## config.mk

```make
export PLATFORM = sky130hd
export DESIGN_NAME = tob_div
export DESIGN_NICKNAME = d
export VERILOG_FILES = /design/src/sv/tob_pkg.sv /design/src/sv/tob_div.sv
export SDC_FILE = /design/constraint.sdc
export NUM_CORES = 1
export LEC_CHECK = 0
export ABC_AREA = 1
export BUFFER_PORTS_ARGS = -buffer_cell sky130_fd_sc_hd__buf_4
export CAP_MARGIN = 20
export CORE_MARGIN = 4
export CORE_UTILIZATION = 50
export DETAILED_ROUTE_END_ITERATION = 10
export MAX_ROUTING_LAYER = met4
export PLACE_DENSITY = 0.67
export RECOVER_POWER = 100
export SKIP_LAST_GASP = 1
export SLEW_MARGIN = 20
export SYNTH_ARGS = -nofsm -noshare
export SYNTH_HDL_FRONTEND = slang
export SYNTH_SLANG_ARGS = --single-unit
```

## constraint.sdc

```tcl
create_clock -name clk -period 16.4 [get_ports clk]
set_input_delay 2.46 -clock clk [delete_from_list [all_inputs] [get_ports clk]]
set_output_delay 2.46 -clock clk [all_outputs]
set_load 0.01 [all_outputs]
```

## src/sv/tob_pkg.sv

```systemverilog
package tob_pkg;

    localparam int TILE_SIZE  = 256;
    localparam int MAX_EXTENT = 4096;
    localparam int SAMPLE_W   = 16;
    localparam int POS_W      = 8;
    localparam int COORD_W    = 12;
    localparam int ALPHA_W    = 16;

    // quotient bits resolved per divider stage
    localparam int DIV_STAGES = 4;
    localparam int STEP_BITS  = ALPHA_W / DIV_STAGES;

    // divider stages, then multiply / add for the top seam, then for the left seam
    localparam int LATENCY = DIV_STAGES + 4;

    localparam int TILE_MAX  = TILE_SIZE - 1;
    localparam int FIELD_MAX = (1 << COORD_W) - 1;
    localparam int DEST_MAX  = (MAX_EXTENT - 1 < FIELD_MAX) ? MAX_EXTENT - 1 : FIELD_MAX;

    localparam int PROD_W = SAMPLE_W + ALPHA_W + 2;
    localparam int ACC_W  = PROD_W + 1;
    localparam int HALF   = 1 << (ALPHA_W - 1);

    typedef logic signed [SAMPLE_W-1:0] sample_t;
    typedef logic [POS_W-1:0]           pos_t;
    typedef logic [COORD_W-1:0]         coord_t;
    typedef logic [ALPHA_W-1:0]         alpha_t;

    typedef enum logic [1:0] {
        CFG_OVERLAP_TOP  = 2'd0,
        CFG_OVERLAP_LEFT = 2'd1,
        CFG_ORIGIN_ROW   = 2'd2,
        CFG_ORIGIN_COL   = 2'd3
    } cfg_idx_t;

    typedef struct packed {
        pos_t    local_row;
        pos_t    local_col;
        sample_t cur_red;
        sample_t cur_green;
        sample_t cur_blue;
        sample_t top_red;
        sample_t top_green;
        sample_t top_blue;
        sample_t side_red;
        sample_t side_green;
        sample_t side_blue;
    } pix_in_t;

    typedef struct packed {
        sample_t out_red;
        sample_t out_green;
        sample_t out_blue;
        coord_t  dest_row;
        coord_t  dest_col;
    } pix_out_t;

    typedef struct packed {
        logic use_top;
        logic use_left;
    } blend_ctl_t;

    typedef struct packed {
        pos_t   rem;
        pos_t   ovl;
        alpha_t quo;
    } div_state_t;

endpackage

```

## src/sv/tob_div.sv

```systemverilog
module tob_div (
    input  logic          clk,
    input  tob_pkg::pos_t pos,
    input  tob_pkg::pos_t ovl,
    output tob_pkg::alpha_t alpha
);
    import tob_pkg::*;

    div_state_t st_reg  [DIV_STAGES];
    div_state_t st_next [DIV_STAGES];

    // restoring division of pos * 2^16 by ovl; pos < ovl keeps the remainder in pos width
    always_comb
    begin
        div_state_t w;
        logic [POS_W:0] dbl;
        for (int s = 0; s < DIV_STAGES; s++)
        begin
            if (s == 0)
            begin
                w.rem = pos;
                w.ovl = ovl;
                w.quo = '0;
            end
            else
            begin
                w = st_reg[s-1];
            end
            for (int b = 0; b < STEP_BITS; b++)
            begin
                dbl = {w.rem, 1'b0};
                if (dbl >= {1'b0, w.ovl})
                begin
                    w.rem = POS_W'(dbl - {1'b0, w.ovl});
                    w.quo = {w.quo[ALPHA_W-2:0], 1'b1};
                end
                else
                begin
                    w.rem = dbl[POS_W-1:0];
                    w.quo = {w.quo[ALPHA_W-2:0], 1'b0};
                end
            end
            st_next[s] = w;
        end
    end

    always_ff @(posedge clk)
    begin
        st_reg <= st_next;
    end

    assign alpha = st_reg[DIV_STAGES-1].quo;

endmodule

```

Yosys cells after proc, flatten, opt, wreduce, memory -nomap -nowiden
Cells that the tools add are included.

word-level totals
  register bits after elaboration = 88
  bits of input ports = 17
  output and inout port bits = 16
  logic and storage cells = 75

cells by class
  $add $sub $neg = 15
  order comparisons = 16
  multiplexer cells = 31

operators with widths
  cell         number
  $ge 9x8->1   16
  $mux 8       15
  $sub 8x8->8  15
  $mux 1       16

Depth between registers and ports, before layout
  depth in word-level cells = 8
  mapped depth = 46
  gate-level depth less buffers = 45

Worst setup path after synthesis
OpenSTA, ideal clock, no wires.

  path type = in2reg
  from = input port ovl[1]
  to = register st_reg[127] in the netlist's numbering
  library setup time = 0.058 ns
  arrival = 7.742 ns
  data required time = 16.342 ns
  path slack = 8.600 ns
  stages = 43
  path buffers = 1
  cells stage by stage = inv_1 ha_1 ha_1 nand2_1 inv_1 nand3_1 nand2_1 nor2_4 nand2_4 inv_1 nand2_1 and2_1 inv_1 ha_1 a21oi_1 o21a_1 nand2_1 a21oi_2 [... 7 more ...] nand2_1 o211ai_1 nand2_1 nand3_1 nor2_4 buf_6 nand2_1 o21ai_2 ha_1 a21oi_1 nand2_1 nand2_1 o211ai_1 a221oi_1 nand2_1 nor2_4 nand2_1 nand2_1

RTL lines
  what                  RTL line       source
  start, declared       tob_div.sv:4   input tob_pkg::pos_t ovl,
  end signal, assigned  tob_div.sv:49  st_reg <= st_next;
  end, declared         tob_div.sv:9   div_state_t st_reg [DIV_STAGES];

==> out/qor.csv <==
metric,value,unit
cts.sinks,88,
synthArstFlopShare,0,
rrSetupSlack,8280,ps
hold_depth,0,
cp-startpoint,ovl[0],
synth_top_family_by_area,simple AND/OR/NAND/NOR gates,
synth_cell_types,47,
routed_via_density,5.10,
core_region_area,0.0168,mm²
r2r-end,st_reg[95],
status,"finished, final reports clean",
clkTransAtPathRegs,70,ps
numCtsBuffers,9,
clock_skew,9.96,ps
endpoint_kind,register,
worstSkewPairLatency,360,ps
cts_tree,done,
hp-start,st_reg[96],
ys_seq_elements,88,
start_util,0.515,
min-delay-path-class,reg2reg,
synth-simple-area-share,0.306,
avgRoutedWirePerCell,13.2,µm
clockBufferDepth,2,
cpPeakStageDelay,640,ps
cts_setup_buffers,0,
grt_pass1_wl,33200,µm
yosysWarningCount,0,
routabilityCongestion,0.967,
synthCells,1252,
fmax,100,MHz
relSlewSlack,0.465,
synth_compound_area_frac,0.124,
drc_errors,0,
nFillCells,1660,
detail-route-antenna-nets,0,
synth_area,0.00862,mm²
final_cell_mix,"nand2_1 (360), inv_1 (161), ha_1 (116), dfxtp_1 (88), nor2_1 (85)",
r2r_cells,39,
timing.final.crit_period,9960,ps
dp.final_hpwl,15900,µm
synthMuxAreaShare,0,
register_area,0.00176,mm²
grt.total_usage,0.210,
grt_max_degree,18,
drt-total-wl,19700,µm
crit_required,16700,ps
path_class,in2reg,
ys.flop_type,dfxtp_1,
row_count,47,
hold_viol,0,
antenna_found_initial,0,
mostFrequentLayoutCell,nand2_1,
area_growth,4.18,%
period_share,0.607,
syn_nets,1389,
portBuffers,32,
pin_count,33,
cp_common_cell,nand2_1,
maxSlewViolCount,0,
arrival,10260,ps
drive_gt1_frac,0.0731,
synth_edf_count,0,
grt_overflow_total,0,
finish.net_count,1404,
htreeDepth,3,
drv_cap,0,
setup_tns,0,ps
clock-root-buffer,clkbuf_16,
syn_avg_cell_area,6.89,µm²
die_w,139,µm
r2r_start,st_next[85],
setup_viol,0,
crit_path_top_delay_cell,nor2_1,
cts_resized,0,
hold_buffers,0,
synthXorXnorAreaFrac,0.0863,
grt_pass1_vias,6937,
rsz0062_at_grt,false,
multi_input_area,0.00585,mm²
path_buf_inv,6,
start_kind,input port,
min_to,st_reg[68],
crit_family,simple AND/OR/NAND/NOR gates,
die_h,139,µm
die_area,0.0194,mm²
drt_iter0_markers,573,
diodes,0,
via_count,7609,
ys_seq_area_frac,0.204,
synth_adder_area_share,0.178,
max_slew.worst_pin.slew,799,ps
largest_reg_flops,48,
crit_path_max_fanout,11,
drt_pass1_iterations,5,
==> through the flow <==
| stage | setup WS (ps) | util | instances | area, µm² | hold WS (ps) |
|---|---|---|---|---|---|
| 2_1_floorplan | 8600 | - | 1252 | 8620 | 310 |
| 3_3_place_gp | 7950 | 0.531 | 1476 | 8910 | 311 |
| 3_5_place_dp | 7710 | 0.531 | 1476 | 8910 | 312 |
| 4_1_cts | 8070 | 0.548 | 1492 | 9190 | 324 |
| 5_1_grt | 5570 | 0.536 | 1492 | 8980 | 331 |
| 6_report | 6440 | 0.536 | 1492 | 8980 | 323 |
==> cells by family (layout without fill, tap and decap cells) <==
family / Yosys count / after routing
fa+ha+maj: 120 / 120
simple gates: 580 / 580
compound gates: 182 / 182
xor+xnor: 85 / 85
buf+inv: 197 / 217
flops: 88 / 88
==> cells in the mapped netlist, types with 2 or more instances <==
cell type | n | area, µm²
a41oi_1 | 2 | 17.5
o21ai_0 | 39 | 195
o21bai_1 | 5 | 37.5
nand3_4 | 2 | 35.0
a221oi_1 | 2 | 17.5
o211ai_1 | 10 | 75.1
xor2_1 | 51 | 447
nand2_4 | 8 | 90.1
fa_1 | 4 | 80.1
nand4_1 | 19 | 119
inv_2 | 4 | 15.0
buf_6 | 7 | 78.8
nor2_1 | 77 | 289
nor3_1 | 13 | 65.1
nand2_1 | 352 | 1320
a31oi_1 | 3 | 18.8
nand2_2 | 12 | 75.1
or2_2 | 12 | 75.1
inv_1 | 160 | 601
a21oi_2 | 8 | 70.1
a21o_1 | 2 | 15.0
xnor2_1 | 34 | 298
buf_4 | 20 | 150
nand3_1 | 52 | 260
o21a_1 | 3 | 22.5
nor2_4 | 7 | 78.8
ha_1 | 116 | 1450
a21oi_1 | 80 | 400
nor2_2 | 6 | 37.5
a211oi_1 | 2 | 15.0
o21ai_2 | 10 | 87.6
dfxtp_1 | 88 | 1760
nand3b_1 | 5 | 37.5
o21ai_1 | 12 | 60.1
inv_4 | 3 | 18.8
nand3_2 | 11 | 110
==> worst register-to-register path: cells and delay by family, from the launching register on <==
| kind | cells | cell delay [ps] |
|---|---|---|
| flip-flops | 1 | 380 |
| buffers and inverters | 5 | 600 |
| AND/OR/NAND/NOR | 20 | 3100 |
| adder cells (fa/ha/maj) | 4 | 1520 |
| AO/OA/AOI/OAI | 10 | 2430 |
==> per-layer routing <==
layer  wire length [µm]  global-route usage
met1               9990               0.291
met2               8730               0.322
met3                664              0.0202
met4                357              0.0659
met5                  0                   -
==> area by class of cell <==
class	count	share of cell area
clock inverter	7	0.00668
inverter	169	0.0717
clock buffer	9	0.0251
sequential	88	0.196
tap	220	0.0306
multi-input combinational	967	0.651
timing repair buffer	32	0.0188
==> worst max path at each step <==
stage	depth (start not counted)	slack [ps]	endpoint
2_1_floorplan	43	8600	st_reg[127]
3_3_place_gp	39	7950	st_reg[126]
3_5_place_dp	43	7710	st_reg[123]
4_1_cts	43	8070	st_reg[123]
5_1_grt	41	5570	st_reg[122]
6_report	41	6440	st_reg[123]
Power is not shown: default switching activity piles up to over one toggle a cycle in this logic, so the estimate is an artifact.
