$ cat config.mk
export PLATFORM = sky130hd
export DESIGN_NAME = tob_lane
export DESIGN_NICKNAME = d
export VERILOG_FILES = /design/src/sv/tob_pkg.sv /design/src/sv/tob_lane.sv
export SDC_FILE = /design/constraint.sdc
export NUM_CORES = 2
export LEC_CHECK = 0
export BUFFER_PORTS_ARGS = -buffer_cell sky130_fd_sc_hd__buf_2
export CORE_MARGIN = 3
export CORE_UTILIZATION = 45
export DETAILED_ROUTE_END_ITERATION = 10
export SETUP_SLACK_MARGIN = 0.3
export SYNTH_ARGS = -nofsm -noshare
export SYNTH_HDL_FRONTEND = slang
export SYNTH_SLANG_ARGS = --single-unit
$ cat constraint.sdc
create_clock -name clk -period 8.8 [get_ports clk]
set_clock_uncertainty 0.15 [all_clocks]
set_input_delay 1.76 -clock clk [delete_from_list [all_inputs] [get_ports clk]]
set_output_delay 1.76 -clock clk [all_outputs]
set_load 0.01 [all_outputs]
$ cat src/sv/tob_pkg.sv
package tob_pkg;

    localparam int TILE_SIZE  = 256;
    localparam int MAX_EXTENT = 4096;
    localparam int SAMPLE_W   = 16;
    localparam int POS_W      = 8;
    localparam int COORD_W    = 12;
    localparam int ALPHA_W    = 16;

    // quotient bits resolved per divider stage
    localparam int DIV_STAGES = 4;
    localparam int STEP_BITS  = ALPHA_W / DIV_STAGES;

    // divider stages, then multiply / add for the top seam, then for the left seam
    localparam int LATENCY = DIV_STAGES + 4;

    localparam int TILE_MAX  = TILE_SIZE - 1;
    localparam int FIELD_MAX = (1 << COORD_W) - 1;
    localparam int DEST_MAX  = (MAX_EXTENT - 1 < FIELD_MAX) ? MAX_EXTENT - 1 : FIELD_MAX;

    localparam int PROD_W = SAMPLE_W + ALPHA_W + 2;
    localparam int ACC_W  = PROD_W + 1;
    localparam int HALF   = 1 << (ALPHA_W - 1);

    typedef logic signed [SAMPLE_W-1:0] sample_t;
    typedef logic [POS_W-1:0]           pos_t;
    typedef logic [COORD_W-1:0]         coord_t;
    typedef logic [ALPHA_W-1:0]         alpha_t;

    typedef enum logic [1:0] {
        CFG_OVERLAP_TOP  = 2'd0,
        CFG_OVERLAP_LEFT = 2'd1,
        CFG_ORIGIN_ROW   = 2'd2,
        CFG_ORIGIN_COL   = 2'd3
    } cfg_idx_t;

    typedef struct packed {
        pos_t    local_row;
        pos_t    local_col;
        sample_t cur_red;
        sample_t cur_green;
        sample_t cur_blue;
        sample_t top_red;
        sample_t top_green;
        sample_t top_blue;
        sample_t side_red;
        sample_t side_green;
        sample_t side_blue;
    } pix_in_t;

    typedef struct packed {
        sample_t out_red;
        sample_t out_green;
        sample_t out_blue;
        coord_t  dest_row;
        coord_t  dest_col;
    } pix_out_t;

    typedef struct packed {
        logic use_top;
        logic use_left;
    } blend_ctl_t;

    typedef struct packed {
        pos_t   rem;
        pos_t   ovl;
        alpha_t quo;
    } div_state_t;

endpackage

$ cat src/sv/tob_lane.sv
module tob_lane (
    input  logic                clk,
    input  tob_pkg::sample_t    cur,
    input  tob_pkg::sample_t    top,
    input  tob_pkg::sample_t    side,
    input  tob_pkg::blend_ctl_t ctl,
    input  tob_pkg::alpha_t     a_top,
    input  tob_pkg::alpha_t     a_left,
    output tob_pkg::sample_t    blended
);
    import tob_pkg::*;

    // samples wait here while the dividers work out the weights
    sample_t    cur_reg  [DIV_STAGES];
    sample_t    top_reg  [DIV_STAGES];
    sample_t    side_reg [DIV_STAGES];
    blend_ctl_t ctl_reg  [DIV_STAGES];

    logic signed [PROD_W-1:0] prod1_reg, prod1_next;
    sample_t    nb1_reg, cur1_reg, side1_reg;
    blend_ctl_t ctl1_reg;
    alpha_t     aleft1_reg;

    sample_t    r1_reg, r1_next, side2_reg;
    blend_ctl_t ctl2_reg;
    alpha_t     aleft2_reg;

    logic signed [PROD_W-1:0] prod2_reg, prod2_next;
    sample_t    nb2_reg, r2_reg;
    logic       use_left_reg;

    sample_t    blended_reg, blended_next;

    logic signed [SAMPLE_W:0] diff1, diff2;
    logic signed [ACC_W-1:0]  acc1, acc2;

    localparam int L = DIV_STAGES - 1;

    // nb * (1 - a) + cur * a written as nb * 2^16 + (cur - nb) * a
    assign diff1      = (SAMPLE_W+1)'(cur_reg[L]) - (SAMPLE_W+1)'(top_reg[L]);
    assign prod1_next = PROD_W'(diff1) * PROD_W'($signed({1'b0, a_top}));

    assign acc1    = (ACC_W'(nb1_reg) <<< ALPHA_W) + ACC_W'(prod1_reg) + ACC_W'(HALF);
    assign r1_next = ctl1_reg.use_top ? sample_t'(acc1[ALPHA_W +: SAMPLE_W]) : cur1_reg;

    assign diff2      = (SAMPLE_W+1)'(r1_reg) - (SAMPLE_W+1)'(side2_reg);
    assign prod2_next = PROD_W'(diff2) * PROD_W'($signed({1'b0, aleft2_reg}));

    assign acc2         = (ACC_W'(nb2_reg) <<< ALPHA_W) + ACC_W'(prod2_reg) + ACC_W'(HALF);
    assign blended_next = use_left_reg ? sample_t'(acc2[ALPHA_W +: SAMPLE_W]) : r2_reg;

    always_ff @(posedge clk)
    begin
        cur_reg[0]  <= cur;
        top_reg[0]  <= top;
        side_reg[0] <= side;
        ctl_reg[0]  <= ctl;
        for (int k = 1; k < DIV_STAGES; k++)
        begin
            cur_reg[k]  <= cur_reg[k-1];
            top_reg[k]  <= top_reg[k-1];
            side_reg[k] <= side_reg[k-1];
            ctl_reg[k]  <= ctl_reg[k-1];
        end

        prod1_reg  <= prod1_next;
        nb1_reg    <= top_reg[L];
        cur1_reg   <= cur_reg[L];
        side1_reg  <= side_reg[L];
        ctl1_reg   <= ctl_reg[L];
        aleft1_reg <= a_left;

        r1_reg     <= r1_next;
        side2_reg  <= side1_reg;
        ctl2_reg   <= ctl1_reg;
        aleft2_reg <= aleft1_reg;

        prod2_reg    <= prod2_next;
        nb2_reg      <= side2_reg;
        r2_reg       <= r1_reg;
        use_left_reg <= ctl2_reg.use_left;

        blended_reg <= blended_next;
    end

    assign blended = blended_reg;

endmodule

* Word-level counts from Yosys, hierarchy flattened *
Memory sizes are Yosys's and may differ from the RTL's. A register that Yosys moved wholly into a read port is not among the register bits.
Cells that the tools add are included.

storage, ports and cells
  output and inout port bits = 16
  input port bits = 83
  bits in registers = 210
  RAM bits = 200
  memories kept = 4
  word-level logic and storage cells = 27

memories
  name      depth  width  read ports  clocked after Yosys merged registers in  wr ports  RTL line        source
  cur_reg   4      16     4           0                                        4         tob_lane.sv:14  sample_t cur_reg [DIV_STAGES];
  side_reg  4      16     4           1                                        4         tob_lane.sv:16  sample_t side_reg [DIV_STAGES];
  top_reg   4      16     4           0                                        4         tob_lane.sv:15  sample_t top_reg [DIV_STAGES];
  ctl_reg   4      2      4           1                                        4         tob_lane.sv:17  blend_ctl_t ctl_reg [DIV_STAGES];

operators by class
  muxes and demuxes = 2
  $mul = 2
  $add $sub $neg = 6

operators by type and width
  operator                                         number
  adder 32 x 17 -> 32 bit (second input constant)  2
  adder 32 bit                                     2
  multiplier 17 x 17 -> 32 bit                     2
  subtractor 16 x 16 -> 17 bit                     2
  two-way mux 16 bit                               2

* Logic depth before layout (Yosys ltp) *
  depth after elaboration = 3
  mapped depth = 33
  depth with buffers taken out = 32

* Least setup slack after synthesis *
OpenSTA, ideal clock, no wires.

  path type = input-to-reg
  start point = in a_top[8]
  end point = reg prod1_reg[31]
  data required time = 8.578 ns
  arrival = 7.308 ns
  buffers on the path = 2
  setup slack = 1.270 ns
  cell stages on the path = 23
  library setup time = 0.072 ns
  cell sequence = clkbuf_1 clkbuf_1 nand2_1 fa_1 inv_1 fa_1 inv_1 fa_1 inv_1 fa_1 fa_1 inv_1 fa_1 inv_1 ha_1 and2_1 a22o_1 a31o_2 o311ai_1 a31oi_1 a21o_1 a21oi_2 xnor2_1

between the ends
  word-level cells in the longest chain between the ends = 1

RTL lines
  what                          RTL line        source
  from (decl)                   tob_lane.sv:7   input tob_pkg::alpha_t a_top,
  multiplier 17 x 17 -> 32 bit  tob_lane.sv:41  assign prod1_next = PROD_W'(diff1) * PROD_W'($signed({1'b0, a_top}));
  named net prod1_next[31]      tob_lane.sv:19  logic signed [PROD_W-1:0] prod1_reg, prod1_next;
  to (signal assigned)          tob_lane.sv:66  prod1_reg <= prod1_next;
  to (decl)                     tob_lane.sv:19

The timed path passes the listed nets, and every way through them passes these cells.

==> results.sh <==
export IMPL_status="completed"
export IMPL_cp_end_kind="register"
export IMPL_syn_num_nets=3862
export IMPL_rsz0062_at_grt="yes"
export IMPL_synthTopCellsByArea="fa_1 (34%), dfxtp_1 (26%), ha_1 (9.3%)"
export IMPL_postCtsHoldBufs=0
export IMPL_drv_slew=0
export IMPL_finalSetupTns_ns=0
export IMPL_clockBufferDepth=3
export IMPL_fillers=6200
export IMPL_grt_use_total_pct=20.5
export IMPL_fin_crit_ns=8.08
export IMPL_fmax_mhz=124
export IMPL_drive_above_1_share_pct=8.67
export IMPL_routedWlPerCell_um=17.2
export IMPL_cts_made_buffers=39
export IMPL_min_period_over_period_pct=91.9
export IMPL_core_area_um2=67500
export IMPL_grt_max_degree=22
export IMPL_cts_tree="done"
export IMPL_worstSetupPathType="reg -> reg"
export IMPL_htree_num_levels=2
export IMPL_fin_nets=3971
export IMPL_cts_sinks=398
export IMPL_required_ns=9.09
export IMPL_place_congestion=0.851
export IMPL_die_x_um=268
export IMPL_clock_tree_root_cell="clkbuf_16"
export IMPL_synth_top_area_cell="fa_1"
export IMPL_port_buffers=98
export IMPL_fp_dieArea_um2=71600
export IMPL_hold_path_class="reg -> reg"
export IMPL_clock_latency_ns=0.59
export IMPL_critical_path_max_stage_delay_ns=0.74
export IMPL_path_buf_inv=5
export IMPL_hold_viol=0
export IMPL_gr_total_overflow=0
export IMPL_stdcell_count=4045
export IMPL_reg2reg_setup_slack_ns=0.72
export IMPL_crit_family="adder cells"
export IMPL_synth_ff_type="dfxtp_1"
export IMPL_tightestPinTransition_ns=1.13
export IMPL_yosysWarnings=0
export IMPL_io_pins=99
export IMPL_cp_arrival_ns=8.37
export IMPL_grt_pass1_wl_um=114000
export IMPL_hpwlAfterDp_um=55200
export IMPL_areaGrowthSynthToFinish_pct=10.3
export IMPL_max_cap_viol_count=0
export IMPL_ys_seq_elements=398
export IMPL_via_per_inst=4.93
export IMPL_syn_area_um2=30800
export IMPL_rows=95
export IMPL_vias=19936
export IMPL_async_reset_ff_share_pct=0
export IMPL_startpoint_type="register"
export IMPL_placedCellCount=3960
export IMPL_first_pass_iters=5
export IMPL_initial_core_util_pct=45.6
export IMPL_netlist_instances=3031
export IMPL_ys_seq_area_share_pct=25.9
export IMPL_synth_distinct_cells=69
export IMPL_synth_top_cell_area_share_pct=33.8
export IMPL_cp_common_cell="fa_1"
export IMPL_relSlewSlack_pct=24.6
export IMPL_synth_edff_count=0
export IMPL_cts_clk_slew_worst_paths_ns=0.07
export IMPL_drc=0
export IMPL_grt_antenna_before_repair=4
export IMPL_drt_antenna_violating_nets=0
export IMPL_cpMaxStageDelayCell="fa_1"
export IMPL_fp_dieH_um=268
export IMPL_critPathMaxFanout=7
export IMPL_setup_violations_final=0
export IMPL_grt_pass1_vias=22190
export IMPL_synth_area_per_cell_um2=10.2
export IMPL_wl_um=69600
export IMPL_drt_iter0_drc=933
-- cells by family after synthesis --
| logic type | share of synthesized area, % |
|---|---|
| AOI/OAI and AO/OA | 5.03 |
| xor gates and xnor gates | 3.72 |
| adders and majority gates | 43.1 |
| buffers and inverters | 9.58 |
| DFF | 25.9 |
| muxes | 0.829 |
| and+or+nand+nor | 11.9 |
-- placed cells by master (no fill, tap or decap), drive strengths merged, types with 4 or more instances in the layout --
cell type and n:
dfxtp 398, or3 13, a211oi 8, inv 710, clkinv 9, a31oi 12, nor2 44, bufinv 5
mux2 20, o31ai 7, a211o 5, clkbuf 51, and2 225, o21ai 47, o2111ai 4, nand4 5
a2111oi 6, a31o 6, and3 10, nor2b 53, a21boi 4, o211ai 8, nor3 25, fa 520
o21a 12, buf 146, nand3 5, nand2b 28, a21oi 51, xnor2 94, ha 228, xor2 37
a22o 7, a21o 22, nand2 308
-- cell usage after synthesis, drive strengths merged (6+ instances only) --
master,instances
xor2,37
a21o,22
or3,13
o21a,12
nand2,308
and2,225
fa,520
a31oi,12
nor2,44
nor2b,53
a21oi,51
inv,705
ha,228
a2111oi,6
and3,10
nand2b,28
o21ai,47
o211ai,8
dfxtp,398
clkbuf,69
o31ai,7
mux2,20
a31o,6
xnor2,94
a211oi,8
a22o,7
buf,9
nor3,25
-- metrics by stage --
| step | hold slack (ns) | setup slack [ns] | instance area, um^2 | util, % |
|---|---|---|---|---|
| finish | 0.163 | 0.717 | 34000 | 50.3 |
| CTS | 0.166 | 0.328 | 33800 | 50.0 |
| global route | 0.177 | 0.251 | 34000 | 50.3 |
| global placement | 0.160 | 0.542 | 32400 | 48.0 |
| detailed placement | 0.162 | 0.374 | 32400 | 48.0 |
| floorplan | 0.160 | 1.27 | 30800 | - |
-- repair_timing --
action                     CTS  global route
gates resized for setup      1            19
pin swaps                    0             9
setup endpoints to repair    1            16
setup buffers                0            12
-- layout make-up --
type	instances	area, um^2	area share [%]
repair buffers	146	851	2.50
flip-flops and latches	398	7970	23.5
clock buffers	51	1080	3.18
diodes	1	2.50	0.00737
clock inverters	21	310	0.914
multi-input cells	1850	20000	58.9
inverters	705	2650	7.79
well taps	873	1090	3.22
-- layer usage --
| metal | wire [um] | part of all wire, % | vias up | track usage, % |
|---|---|---|---|---|
| met5 | 13 | 0.019 | - | 0 |
| met4 | 2610 | 3.7 | 2 | 7.43 |
| met3 | 3570 | 5.1 | 134 | 3.36 |
| met2 | 34800 | 50 | 457 | 36.3 |
| met1 | 28600 | 41 | 10080 | 25.1 |
| li1 | - | - | 9263 | - |
-- worst reg2reg max path: cells and delay by family (launching register included) --
family                   cells  cell delay [ns]
AO/OA/AOI/OAI                9             2.04
XOR/XNOR                     1             0.12
adder cells (fa/ha/maj)      9             4.18
buffers and inverters        5             0.37
flip-flops                   1             0.31
AND/OR/NAND/NOR              4             0.81
-- worst paths after layout --
kind | startpoint | endpoint | cells past startpoint
setup reg to reg | cur_reg[3][0]$_DFF_P_ | prod1_reg[31]$_DFF_P_ | 28
hold / removal | cur_reg[2][15]$_DFF_P_ | cur_reg[3][15]$_DFF_P_ | 0
setup / recovery | cur_reg[3][0]$_DFF_P_ | prod1_reg[31]$_DFF_P_ | 28
hold reg to reg | cur_reg[2][15]$_DFF_P_ | cur_reg[3][15]$_DFF_P_ | 0
Power is left out: the tool's default activity adds up to more than one toggle a clock period on the data nets, which glitch-free logic cannot reach.
